### src/hw/rtl/b58d_pkg.sv
// Shared constants, types and the alphabet lookup for the Base58 decoder.
// No dependencies; imported by b58d_dp, b58d_ctrl, the top level and the checker.
package b58d_pkg;

    localparam int OUT_BYTES = 64;
    localparam int MAX_CHARS = 88;
    localparam int MIN_CHARS = 64;
    localparam int ACC_WORDS = 8;
    localparam int CNT_W     = 7;
    localparam int IDX_W     = $clog2(ACC_WORDS);
    localparam int BYTE_W    = $clog2(OUT_BYTES);
    localparam int CARRY_W   = 6;

    localparam logic [CNT_W-1:0] CNT_MAX = {CNT_W{1'b1}};
    localparam logic [7:0]       CHAR_ONE = 8'h31;

    localparam logic [2:0] ST_OK       = 3'd0;
    localparam logic [2:0] ST_BAD_CHAR = 3'd1;
    localparam logic [2:0] ST_BAD_LEN  = 3'd2;
    localparam logic [2:0] ST_OVERFLOW = 3'd3;
    localparam logic [2:0] ST_NONCANON = 3'd4;

    typedef logic [ACC_WORDS-1:0][63:0] acc_t;

    // controller -> datapath
    typedef struct packed {
        logic             load;
        logic             step;
        logic [IDX_W-1:0] step_idx;
        logic             shift;
        logic             clear;
        logic             show_ok;
        logic             show_err;
    } cmd_t;

    // datapath -> controller
    typedef struct packed {
        logic last;
        logic fail;
    } stat_t;

    // {valid, digit}: valid is 0 for bytes outside the alphabet
    function automatic logic [6:0] digit_of(input logic [7:0] c);
        logic [7:0] d;
        logic       v;
        d = 8'd0;
        v = 1'b1;
        if (c >= 8'h31 && c <= 8'h39)
            d = c - 8'h31;
        else if (c >= 8'h41 && c <= 8'h48)
            d = c - 8'h41 + 8'd9;
        else if (c >= 8'h4a && c <= 8'h4e)
            d = c - 8'h4a + 8'd17;
        else if (c >= 8'h50 && c <= 8'h5a)
            d = c - 8'h50 + 8'd22;
        else if (c >= 8'h61 && c <= 8'h6b)
            d = c - 8'h61 + 8'd33;
        else if (c >= 8'h6d && c <= 8'h7a)
            d = c - 8'h6d + 8'd44;
        else
            v = 1'b0;
        return {v, d[5:0]};
    endfunction

    // leading zero bytes of a nonzero 64-bit word (0..7)
    function automatic logic [2:0] lead_zero_bytes(input logic [63:0] w);
        logic [2:0] n;
        n = 3'd7;
        for (int i = 0; i < 8; i++)
        begin
            if (w[63-8*i -: 8] != 8'd0 && n == 3'd7 && i < 7)
                n = 3'(i);
        end
        if (w[63:56] != 8'd0)
            n = 3'd0;
        return n;
    endfunction

endpackage

### src/hw/rtl/base58_fixed64_decoder.sv
// Top level of the Base58 decoder with a fixed 64-byte result.
// Depends on b58d_pkg, b58d_dp and b58d_ctrl.
//
// Input: one character beat per command. A beat (char_code, last_char) is taken
// at a rising edge where start is high and busy is low. Characters arrive most
// significant digit first; last_char marks the end of the string.
// Each beat runs the 512-bit value*58+digit update one 64-bit word per cycle;
// busy stays high at least until every word is updated, and no new beat is taken before then.
// Output: the word steps of the last beat are followed by a check state; in
// the cycle after it the block starts to show either 64 bytes on consecutive
// cycles (status 0, most significant byte first, last_of_run on the 64th) or
// one error beat with out_byte 0, a nonzero status and last_of_run set. Each
// result is valid for exactly one cycle while strobe is high; the receiver
// cannot stall it. busy stays high until the last result has been shown, then
// the state is cleared for the next string.
// Reset (rst_n low, asynchronous) clears the accumulator and all counters.
module base58_fixed64_decoder (
    input  logic       clk,
    input  logic       rst_n,
    input  logic       start,
    output logic       busy,
    input  logic [7:0] char_code,
    input  logic       last_char,
    output logic       strobe,
    output logic [7:0] out_byte,
    output logic [2:0] status,
    output logic       last_of_run
);
    import b58d_pkg::*;

    cmd_t  cmd;
    stat_t stat;

    b58d_ctrl u_ctrl (
        .clk         (clk),
        .rst_n       (rst_n),
        .start       (start),
        .stat        (stat),
        .cmd         (cmd),
        .busy        (busy),
        .strobe      (strobe),
        .last_of_run (last_of_run)
    );

    b58d_dp u_dp (
        .clk       (clk),
        .rst_n     (rst_n),
        .char_code (char_code),
        .last_char (last_char),
        .cmd       (cmd),
        .stat      (stat),
        .out_byte  (out_byte),
        .status    (status)
    );

endmodule

### src/hw/rtl/b58d_dp.sv
// Datapath: 512-bit accumulator updated one 64-bit word per cycle, counters, checks.
// Depends on b58d_pkg.
module b58d_dp (
    input  logic               clk,
    input  logic               rst_n,
    input  logic [7:0]         char_code,
    input  logic               last_char,
    input  b58d_pkg::cmd_t     cmd,
    output b58d_pkg::stat_t    stat,
    output logic [7:0]         out_byte,
    output logic [2:0]         status
);
    import b58d_pkg::*;

    acc_t               acc_reg, acc_next;
    logic [CARRY_W-1:0] carry_reg, carry_next;
    logic [CNT_W-1:0]   char_cnt_reg, char_cnt_next;
    logic [CNT_W-1:0]   lead_ones_reg, lead_ones_next;
    logic [CNT_W-1:0]   zcnt_reg, zcnt_next;
    logic               lead_run_reg, lead_run_next;
    logic               bad_char_reg, bad_char_next;
    logic               ovf_reg, ovf_next;
    logic               last_reg, last_next;

    logic [6:0]              dig;
    logic [64+CARRY_W-1:0]   wext, prod;
    logic [2:0]              code;

    assign dig  = digit_of(char_code);
    // word * 58 = word * (32 + 16 + 8 + 2)
    assign wext = {{CARRY_W{1'b0}}, acc_reg[0]};
    assign prod = (wext << 5) + (wext << 4) + (wext << 3) + (wext << 1)
                + {64'd0, carry_reg};

    always_comb
    begin
        acc_next       = acc_reg;
        carry_next     = carry_reg;
        char_cnt_next  = char_cnt_reg;
        lead_ones_next = lead_ones_reg;
        zcnt_next      = zcnt_reg;
        lead_run_next  = lead_run_reg;
        bad_char_next  = bad_char_reg;
        ovf_next       = ovf_reg;
        last_next      = last_reg;
        if (cmd.clear)
        begin
            acc_next       = '0;
            carry_next     = '0;
            char_cnt_next  = '0;
            lead_ones_next = '0;
            zcnt_next      = '0;
            lead_run_next  = 1'b1;
            bad_char_next  = 1'b0;
            ovf_next       = 1'b0;
            last_next      = 1'b0;
        end
        else if (cmd.load)
        begin
            carry_next = dig[5:0];
            zcnt_next  = CNT_W'(OUT_BYTES);
            last_next  = last_char;
            if (!dig[6])
                bad_char_next = 1'b1;
            if (char_cnt_reg != CNT_MAX)
                char_cnt_next = char_cnt_reg + 1'b1;
            if (lead_run_reg && char_code == CHAR_ONE)
            begin
                if (lead_ones_reg != CNT_MAX)
                    lead_ones_next = lead_ones_reg + 1'b1;
            end
            else
                lead_run_next = 1'b0;
        end
        else if (cmd.step)
        begin
            // words pass low to high; new word enters at the top, ring restores order
            acc_next   = {prod[63:0], acc_reg[ACC_WORDS-1:1]};
            carry_next = prod[64+CARRY_W-1:64];
            if (cmd.step_idx == IDX_W'(ACC_WORDS - 1) && prod[64+CARRY_W-1:64] != '0)
                ovf_next = 1'b1;
            if (prod[63:0] != 64'd0)
                zcnt_next = {1'b0, ~cmd.step_idx, 3'b000} + {4'd0, lead_zero_bytes(prod[63:0])};
        end
        else if (cmd.shift)
        begin
            acc_next = acc_reg << 8;
        end
    end

    always_ff @(posedge clk or negedge rst_n)
    begin
        if (!rst_n)
        begin
            acc_reg       <= '0;
            carry_reg     <= '0;
            char_cnt_reg  <= '0;
            lead_ones_reg <= '0;
            zcnt_reg      <= '0;
            lead_run_reg  <= 1'b1;
            bad_char_reg  <= 1'b0;
            ovf_reg       <= 1'b0;
            last_reg      <= 1'b0;
        end
        else
        begin
            acc_reg       <= acc_next;
            carry_reg     <= carry_next;
            char_cnt_reg  <= char_cnt_next;
            lead_ones_reg <= lead_ones_next;
            zcnt_reg      <= zcnt_next;
            lead_run_reg  <= lead_run_next;
            bad_char_reg  <= bad_char_next;
            ovf_reg       <= ovf_next;
            last_reg      <= last_next;
        end
    end

    always_comb
    begin
        priority if (char_cnt_reg < CNT_W'(MIN_CHARS) || char_cnt_reg > CNT_W'(MAX_CHARS))
            code = ST_BAD_LEN;
        else if (bad_char_reg)
            code = ST_BAD_CHAR;
        else if (ovf_reg)
            code = ST_OVERFLOW;
        else if (lead_ones_reg == '0 ? zcnt_reg != '0 : zcnt_reg != lead_ones_reg)
            code = ST_NONCANON;
        else
            code = ST_OK;
    end

    assign stat.last = last_reg;
    assign stat.fail = (code != ST_OK);
    assign out_byte  = cmd.show_ok ? acc_reg[ACC_WORDS-1][63:56] : 8'd0;
    assign status    = cmd.show_err ? code : ST_OK;

endmodule

### src/hw/rtl/b58d_ctrl.sv
// Controller: sequences the word steps of each beat, the check and the byte or error output.
// Depends on b58d_pkg.
module b58d_ctrl (
    input  logic               clk,
    input  logic               rst_n,
    input  logic               start,
    input  b58d_pkg::stat_t    stat,
    output b58d_pkg::cmd_t     cmd,
    output logic               busy,
    output logic               strobe,
    output logic               last_of_run
);
    import b58d_pkg::*;

    localparam logic [2:0] S_IDLE  = 3'd0;
    localparam logic [2:0] S_MUL   = 3'd1;
    localparam logic [2:0] S_CHECK = 3'd2;
    localparam logic [2:0] S_EMIT  = 3'd3;
    localparam logic [2:0] S_ERR   = 3'd4;

    logic [2:0]        state_reg, state_next;
    logic [IDX_W-1:0]  idx_reg, idx_next;
    logic [BYTE_W-1:0] byte_reg, byte_next;
    logic              byte_end;

    assign byte_end = (byte_reg == BYTE_W'(OUT_BYTES - 1));

    always_comb
    begin
        state_next = state_reg;
        idx_next   = idx_reg;
        byte_next  = byte_reg;
        cmd        = '0;
        cmd.step_idx = idx_reg;
        unique case (state_reg)
            S_IDLE:
            begin
                if (start)
                begin
                    cmd.load   = 1'b1;
                    idx_next   = '0;
                    state_next = S_MUL;
                end
            end
            S_MUL:
            begin
                cmd.step = 1'b1;
                idx_next = idx_reg + 1'b1;
                if (idx_reg == IDX_W'(ACC_WORDS - 1))
                    state_next = stat.last ? S_CHECK : S_IDLE;
            end
            S_CHECK:
            begin
                byte_next  = '0;
                state_next = stat.fail ? S_ERR : S_EMIT;
            end
            S_EMIT:
            begin
                cmd.show_ok = 1'b1;
                cmd.shift   = 1'b1;
                byte_next   = byte_reg + 1'b1;
                if (byte_end)
                begin
                    cmd.clear  = 1'b1;
                    state_next = S_IDLE;
                end
            end
            S_ERR:
            begin
                cmd.show_err = 1'b1;
                cmd.clear    = 1'b1;
                state_next   = S_IDLE;
            end
            default:
            begin
                state_next = S_IDLE;
            end
        endcase
    end

    always_ff @(posedge clk or negedge rst_n)
    begin
        if (!rst_n)
        begin
            state_reg <= S_IDLE;
            idx_reg   <= '0;
            byte_reg  <= '0;
        end
        else
        begin
            state_reg <= state_next;
            idx_reg   <= idx_next;
            byte_reg  <= byte_next;
        end
    end

    assign busy        = (state_reg != S_IDLE);
    assign strobe      = (state_reg == S_EMIT) || (state_reg == S_ERR);
    assign last_of_run = (state_reg == S_ERR) || (state_reg == S_EMIT && byte_end);

endmodule

### config.mk
export PLATFORM = sky130hd
export DESIGN_NAME = base58_fixed64_decoder
export DESIGN_NICKNAME = d
export VERILOG_FILES = /design/src/hw/rtl/b58d_pkg.sv /design/src/hw/rtl/base58_fixed64_decoder.sv /design/src/hw/rtl/b58d_dp.sv /design/src/hw/rtl/b58d_ctrl.sv
export SDC_FILE = /design/constraint.sdc
export NUM_CORES = 2
export LEC_CHECK = 0
export ABC_AREA = 0
export BUFFER_PORTS_ARGS = -buffer_cell sky130_fd_sc_hd__buf_2
export CORE_MARGIN = 5
export CORE_UTILIZATION = 50
export CTS_BUF_LIST = sky130_fd_sc_hd__clkbuf_8 sky130_fd_sc_hd__clkbuf_16
export DETAILED_ROUTE_END_ITERATION = 8
export HOLD_SLACK_MARGIN = 0.15
export PLACE_DENSITY_LB_ADDON = 0.2
export SYNTH_ARGS = -nofsm -noshare
export SYNTH_HDL_FRONTEND = slang
export SYNTH_HIERARCHICAL = 1
export SYNTH_SLANG_ARGS = --single-unit
### constraint.sdc
create_clock -name clk -period 7.22 [get_ports clk]
set_input_delay 0.361 -clock clk [delete_from_list [all_inputs] [get_ports clk]]
set_output_delay 0.361 -clock clk [all_outputs]
set_load 0.01 [all_outputs]
Word level (Yosys, flattened, before mapping) --
Index checks and enable logic that the tools add are counted.
Operators by class: $lt $le $gt $ge 14, $mul 0, bitwise logic cells 1, mux-type cells 101, div/mod/pow operators 0, reductions and logical operators 52, shift operators 0, add/sub/neg operators 20, equal/unequal tests 22
Operator list (number):
- 512-bit 2-to-1 mux | 4
- 3-bit 2-to-1 mux | 46
- 7-bit 2-to-1 mux | 11
- 69-bit by 68-bit adder with 70-bit output | 1
- 70-bit by 6-bit adder with 70-bit output | 1
- 70-bit by 65-bit adder with 70-bit output | 1
- 70-bit by 67-bit adder with 70-bit output | 1
- 64-bit nonzero test | 1
- 8-bit nonzero test | 7
- 6-bit 2-to-1 mux | 9
- 8-bit by 7-bit greater-or-equal comparator with 1-bit output (second input constant) | 5
- 8-bit by 7-bit less-or-equal comparator with 1-bit output (second input constant) | 5
- 1-bit 2-to-1 mux | 25
- 3-bit == test (second input constant) | 8
- 6-bit subtractor (second input constant) | 3
- 2-bit nonzero test | 8
- 1-bit logical AND | 15
- 3-bit nonzero test | 5
- 7-bit by 1-bit adder with 7-bit output (second input constant) | 2
- 7-bit inequality test (second input constant) | 2
- 6-bit by 5-bit adder with 6-bit output (second input constant) | 2
- 6-bit adder (second input constant) | 2
- 3-bit one-hot mux with 4 select lines | 1
- 6-bit one-hot mux with 2 select lines | 1
- other kinds (30) | 44
Word-level totals: memories 0, bits in writable memories 0, bits in read-only memories 0, bits in latches 0, bits of input ports 12, output and inout port bits 14, word-level logic and storage cells 229, register bits 555

Logic depth before layout (Yosys ltp) --
depth after elaboration 58, mapped depth 19, mapped depth without buffers 19

Hierarchy --
Netlist, hierarchy kept.
By module, submodules not included:
- b58d_dp | cells an instance 3605, sequential area each 13589.3 um2, area an instance 35291.3 um2, times used 1
- b58d_ctrl | cells an instance 78, sequential area each 300.3 um2, area an instance 720.7 um2, times used 1

Worst setup path after synthesis --
OpenSTA, ideal clock, no wires.
kind register -> register, start register u_dp/acc_reg[0] (netlist name), end register u_dp.zcnt_reg[3], arrival time 5.238 ns, cell stages (with the launch flop) 19, setup slack 1.844 ns, data required time 7.082 ns, setup time 0.138 ns, clock period less this slack 5.376 ns, buffers on the path 0, cell sequence dfrtp_1 > inv_1 > fa_1 > inv_1 > fa_1 > fa_1 > inv_1 > fa_1 > nor2b_1 > o211ai_2 > a211o_1 > and3_1 > xnor2_1 > or3_1 > or4_1 > or4_4 > nor2_4 > and4_4 > o32ai_1
On the way: longest elaborated chain between the ends 58, elaborated cells on any way between the ends 67, those cells by class add/sub (5); eq/ne (6); mux (40); reduce/logical (16)
Ends and longest elaborated chain:
- start, declared | RTL line b58d_dp.sv:15 | acc_t acc_reg, acc_next;
- start signal, assigned | RTL line b58d_dp.sv:107 | acc_reg <= acc_next;
- 69-bit by 68-bit adder with 70-bit output | RTL line b58d_dp.sv:32 | assign prod = (wext << 5) + (wext << 4) + (wext << 3) + (wext << 1)
- 70-bit by 67-bit adder with 70-bit output | RTL line b58d_dp.sv:32
- 70-bit by 65-bit adder with 70-bit output * | RTL line b58d_dp.sv:32
- 70-bit by 6-bit adder with 70-bit output * | RTL line b58d_dp.sv:33 | + {64'd0, carry_reg};
- 8-bit nonzero test | RTL line b58d_pkg.sv:71, b58d_pkg.sv:74
- 3-bit 2-to-1 mux | RTL line b58d_pkg.sv:71 | if (w[63-8*i -: 8] != 8'd0 && n == 3'd7 && i < 7)
- 3-bit 2-to-1 mux | RTL line b58d_dp.sv:82 | if (prod[63:0] != 64'd0)
- 3-bit 2-to-1 mux | RTL line b58d_dp.sv:75 | else if (cmd.step)
- [... 42 more ...]
- 3-bit 2-to-1 mux | RTL line b58d_dp.sv:75
- 3-bit 2-to-1 mux | RTL line b58d_dp.sv:58 | else if (cmd.load)
- 3-bit 2-to-1 mux | RTL line b58d_dp.sv:46 | if (cmd.clear)
- 6-bit by 3-bit adder with 7-bit output | RTL line b58d_dp.sv:83 | zcnt_next = {1'b0, ~cmd.step_idx, 3'b000} + {4'd0, lead_zero_bytes(prod[63:0])};
- 7-bit 2-to-1 mux | RTL line b58d_dp.sv:82
- 7-bit 2-to-1 mux | RTL line b58d_dp.sv:75
- 7-bit 2-to-1 mux | RTL line b58d_dp.sv:58
- 7-bit 2-to-1 mux | RTL line b58d_dp.sv:46
- end signal, assigned | RTL line b58d_dp.sv:111 | zcnt_reg <= zcnt_next;
- end, declared | RTL line b58d_dp.sv:19 | logic [CNT_W-1:0] zcnt_reg, zcnt_next;
Every way passes the cells marked *; elsewhere a longest branch is shown, timed or not. The select of a mux whose other input is x is not followed. A chain may end at the register's enable or synchronous reset.

Final worst setup path --
start register u_dp/acc_reg[0] (netlist name), end register u_dp.zcnt_reg[4]
The elaborated chain is that of the path after synthesis.

==> flow_summary.json <==
{
  "fillers": 6294,
  "r2r-end": "u_dp/zcnt_reg[4]$_DFFE_PN0P_",
  "gp_congestion": 0.999,
  "drt_pass1_iterations": 5,
  "tightest_slew_ps": 1200,
  "synth_cell_type_count": 91,
  "fin_hold_ws_ps": 239,
  "crit_family": "adder cells",
  "finalMaxSlewViolations": 0,
  "post_cts_buffers": 0,
  "cts_resized": 0,
  "p_leak_uw": 0.0191,
  "synth_top_cell_by_area": "dfrtp_1",
  "hpwl_mm": 69.3,
  "slowest_stage": "fa_1",
  "cp_common_cell": "fa_1",
  "min_path_type": "input port to flop",
  "grt-ovfl-total": 0,
  "cts-root-buf": "clkbuf_16",
  "wl_mm": 97.4,
  "drtIter0Drc": 2742,
  "synth_edf_count": 0,
  "cts-buffers-inserted": 61,
  "rsz0062_at_grt": "no",
  "start_kind": "flop",
  "setup.worst_path.end_class": "flop",
  "vias_per_cell": 5.97,
  "track_usage_pct": 24.7,
  "diodes": 0,
  "cp.arrival_ps": 6390,
  "wl_per_cell_um": 21.4,
  "placed_area_um2": 36700,
  "ioPinCount": 26,
  "regToRegStartpoint": "u_dp/acc_reg[0]$_DFFE_PN0P_",
  "cap_violations": 0,
  "yosys_warnings": 6,
  "setup_viol": 0,
  "path_max_fanout": 5,
  "vias": 27100,
  "largest_reg_flops": 512,
  "drive_above_1_share_pct": 5.71,
  "synth.avg_cell_area_um2": 9.78,
  "drt_drc_violations_left": 0,
  "syn_area_um2": 36000,
  "cts_max_level": 2,
  "worstRegToRegCells": 18,
  "die_x_um": 278,
  "path_clk_slew_ps": 60,
  "final.setup.tns_ps": 0,
  "synthArstFlopShare_pct": 100,
  "max_stage_delay_ps": 550,
  "critical_path_class": "flop to flop",
  "final_hold_viol_count": 0,
  "area_growth_pct": 7.59,
  "fin_skew_ps": 40.3,
  "hold_end": "u_dp/carry_reg[3]$_DFFE_PN0P_",
  "core_area_um2": 71500,
  "grt_first_pass_wirelength_mm": 155,
  "first_global_vias": 26500,
  "hold_depth": 3,
  "fin_crit_ps": 5870,
  "worstPathCellList": "inv_1, fa_1, inv_1, fa_1, fa_1, inv_1, fa_1, nand2b_1, a211oi_2, o21ai_1, a2111o_1, nand2_1, a211o_1, xor2_1, or4_1, nor3_2, and4_4, o32ai_1",
  "p_per_area_nw_per_um2": 532,
  "synth_top_area_share_pct": 38.5,
  "synthFlopType": "dfrtp_1",
  "synth.area.top_cells": "dfrtp_1 38%, mux2i_1 14%, o31ai_1 9.4%, fa_1 7.1%, nand2_1 6.8%",
  "die-height_um": 278,
  "grt_antenna_before_repair": 7,
  "max-slew-margin-rel_pct": 20.0,
  "fp-row-count": 98,
  "cts.sinks": 555,
  "grt_start_max_net_pins": 256,
  "power_uw": 20600,
  "synth_seq_area_share_pct": 38.6,
  "syn_inst": 3683,
  "nets": 3839,
  "status": "completed",
  "cts_tree": "built",
  "antenna_left": 0,
  "r2r_setup_slack_ps": 1350,
  "finalCritPeriodShare_pct": 81.4,
  "die_area_um2": 77500,
  "fmax_mhz": 170,
  "io_buffer_count": 25,
  "min-delay-start": "char_code[3]",
  "cts_buffer_depth": 3,
  "synth-seq-cells": 555,
  "path_buf_inv": 3,
  "initial_core_util_pct": 50.4,
  "worstPathRequired_ps": 7740,
  "fin_area_um2": 38700,
  "syn-num-nets": 3980,
  "clkLatencyLatePin_ps": 660,
  "peakVddDrop_mv": 0.542
}
## synthesized netlist by cell type, types with 17 or more instances
master    number
nand2_1      653
dfrtp_1      554
mux2i_1      497
o31ai_1      452
clkbuf_1     234
inv_1        176
ha_1         157
o21ai_0      135
fa_1         128
a21oi_1      117
nor2_1        88
xnor2_1       38
xor2_1        31
nand4_1       27
nor3_1        25
a21o_1        24
nand3_1       24
a31oi_1       17
## cell type report
type / count / area (um^2) / area share, %
multi-input cells: 2686 / 20500 / 52.8
flip-flops and latches: 555 / 13900 / 35.8
clock buffers: 79 / 1770 / 4.58
well taps: 950 / 1190 / 3.07
inverters: 177 / 672 / 1.73
repair buffers: 61 / 520 / 1.34
clock inverters: 33 / 248 / 0.639
## report_power, final
group | total, uW | internal (uW) | leakage (uW) | switching, uW
registers | 5450 | 4180 | 0.00740 | 1270
logic | 12000 | 4330 | 0.0107 | 7690
clock network | 3120 | 1790 | 0.00106 | 1320
## stage by stage
step / setup slack (ps) / util (%) / instances
after floorplan: 1840 / - / 3683
after global placement: 1390 / 51.3 / 4423
after detailed placement: 1400 / 51.3 / 4423
after CTS: 1370 / 54.2 / 4541
after global routing: 996 / 54.2 / 4541
final: 1350 / 54.2 / 4541
## repair_timing
| item | 4_1_cts | 5_1_grt |
|---|---|---|
| hold buffers | 6 | 0 |
| setup endpoints to repair | 0 | 0 |
| endpoints found under the hold margin | 108 | 0 |
## layout by cell type (no fill, tap or decap), types with 13 or more instances in the layout
cell,synthesis,final
a21o_1,24,24
a21oi_1,117,116
a31oi_1,17,17
and2_1,15,15
buf_2,11,24
buf_4,4,22
clkbuf_16,0,61
clkbuf_8,0,18
clkinv_2,0,13
dfrtp_1,554,554
fa_1,128,128
ha_1,157,157
inv_1,176,188
mux2i_1,497,497
nand2_1,653,652
nand3_1,24,24
nand4_1,27,27
nor2_1,88,88
nor2b_1,14,14
nor3_1,25,25
nor4_1,16,16
o211ai_1,13,13
o21ai_0,135,134
o31ai_1,452,452
or3_1,15,15
xnor2_1,38,38
xor2_1,31,31
## cell families (layout without fill, tap and decap cells)
group | count (synthesis) | count (layout) | synth area share, %
compound gates | 885 | 885 | 17.1
xor+xnor | 69 | 69 | 1.68
fa+ha+maj | 285 | 285 | 12.6
buf+inv | 442 | 350 | 4.73
flops | 555 | 555 | 38.6
mux | 499 | 499 | 13.9
simple gates | 948 | 948 | 11.5
## tightest hold or removal path, stage by stage
cell and delay (ps):
buf_2 220, a32o_1 190, a211oi_1 70
## worst max path at each step
| stage | from | endpoint | slack [ps] | cells after the start |
|---|---|---|---|---|
| 5_1_grt | u_dp/acc_reg[0]$_DFFE_PN0P_ | u_dp/zcnt_reg[4]$_DFFE_PN0P_ | 1000 | 18 |
| 6_report | u_dp/acc_reg[0]$_DFFE_PN0P_ | u_dp/zcnt_reg[4]$_DFFE_PN0P_ | 1350 | 18 |
| 4_1_cts | u_dp/acc_reg[0]$_DFFE_PN0P_ | u_dp/zcnt_reg[4]$_DFFE_PN0P_ | 1370 | 18 |
| 2_1_floorplan | u_dp/acc_reg[0]$_DFFE_PN0P_ | u_dp/zcnt_reg[3]$_DFFE_PN0P_ | 1840 | 18 |
| 3_5_place_dp | u_dp/acc_reg[0]$_DFFE_PN0P_ | u_dp/zcnt_reg[4]$_DFFE_PN0P_ | 1400 | 18 |
| 3_3_place_gp | u_dp/acc_reg[0]$_DFFE_PN0P_ | u_dp/zcnt_reg[3]$_DFFE_PN0P_ | 1390 | 18 |
## per-layer routing
metal | global-route usage [%] | share of wire [%]
met5 | 0 | 0.041
met4 | 7.00 | 3.0
met3 | 3.32 | 4.9
met2 | 38.3 | 45
met1 | 36.6 | 47
Power figures use the tool's default switching activity.
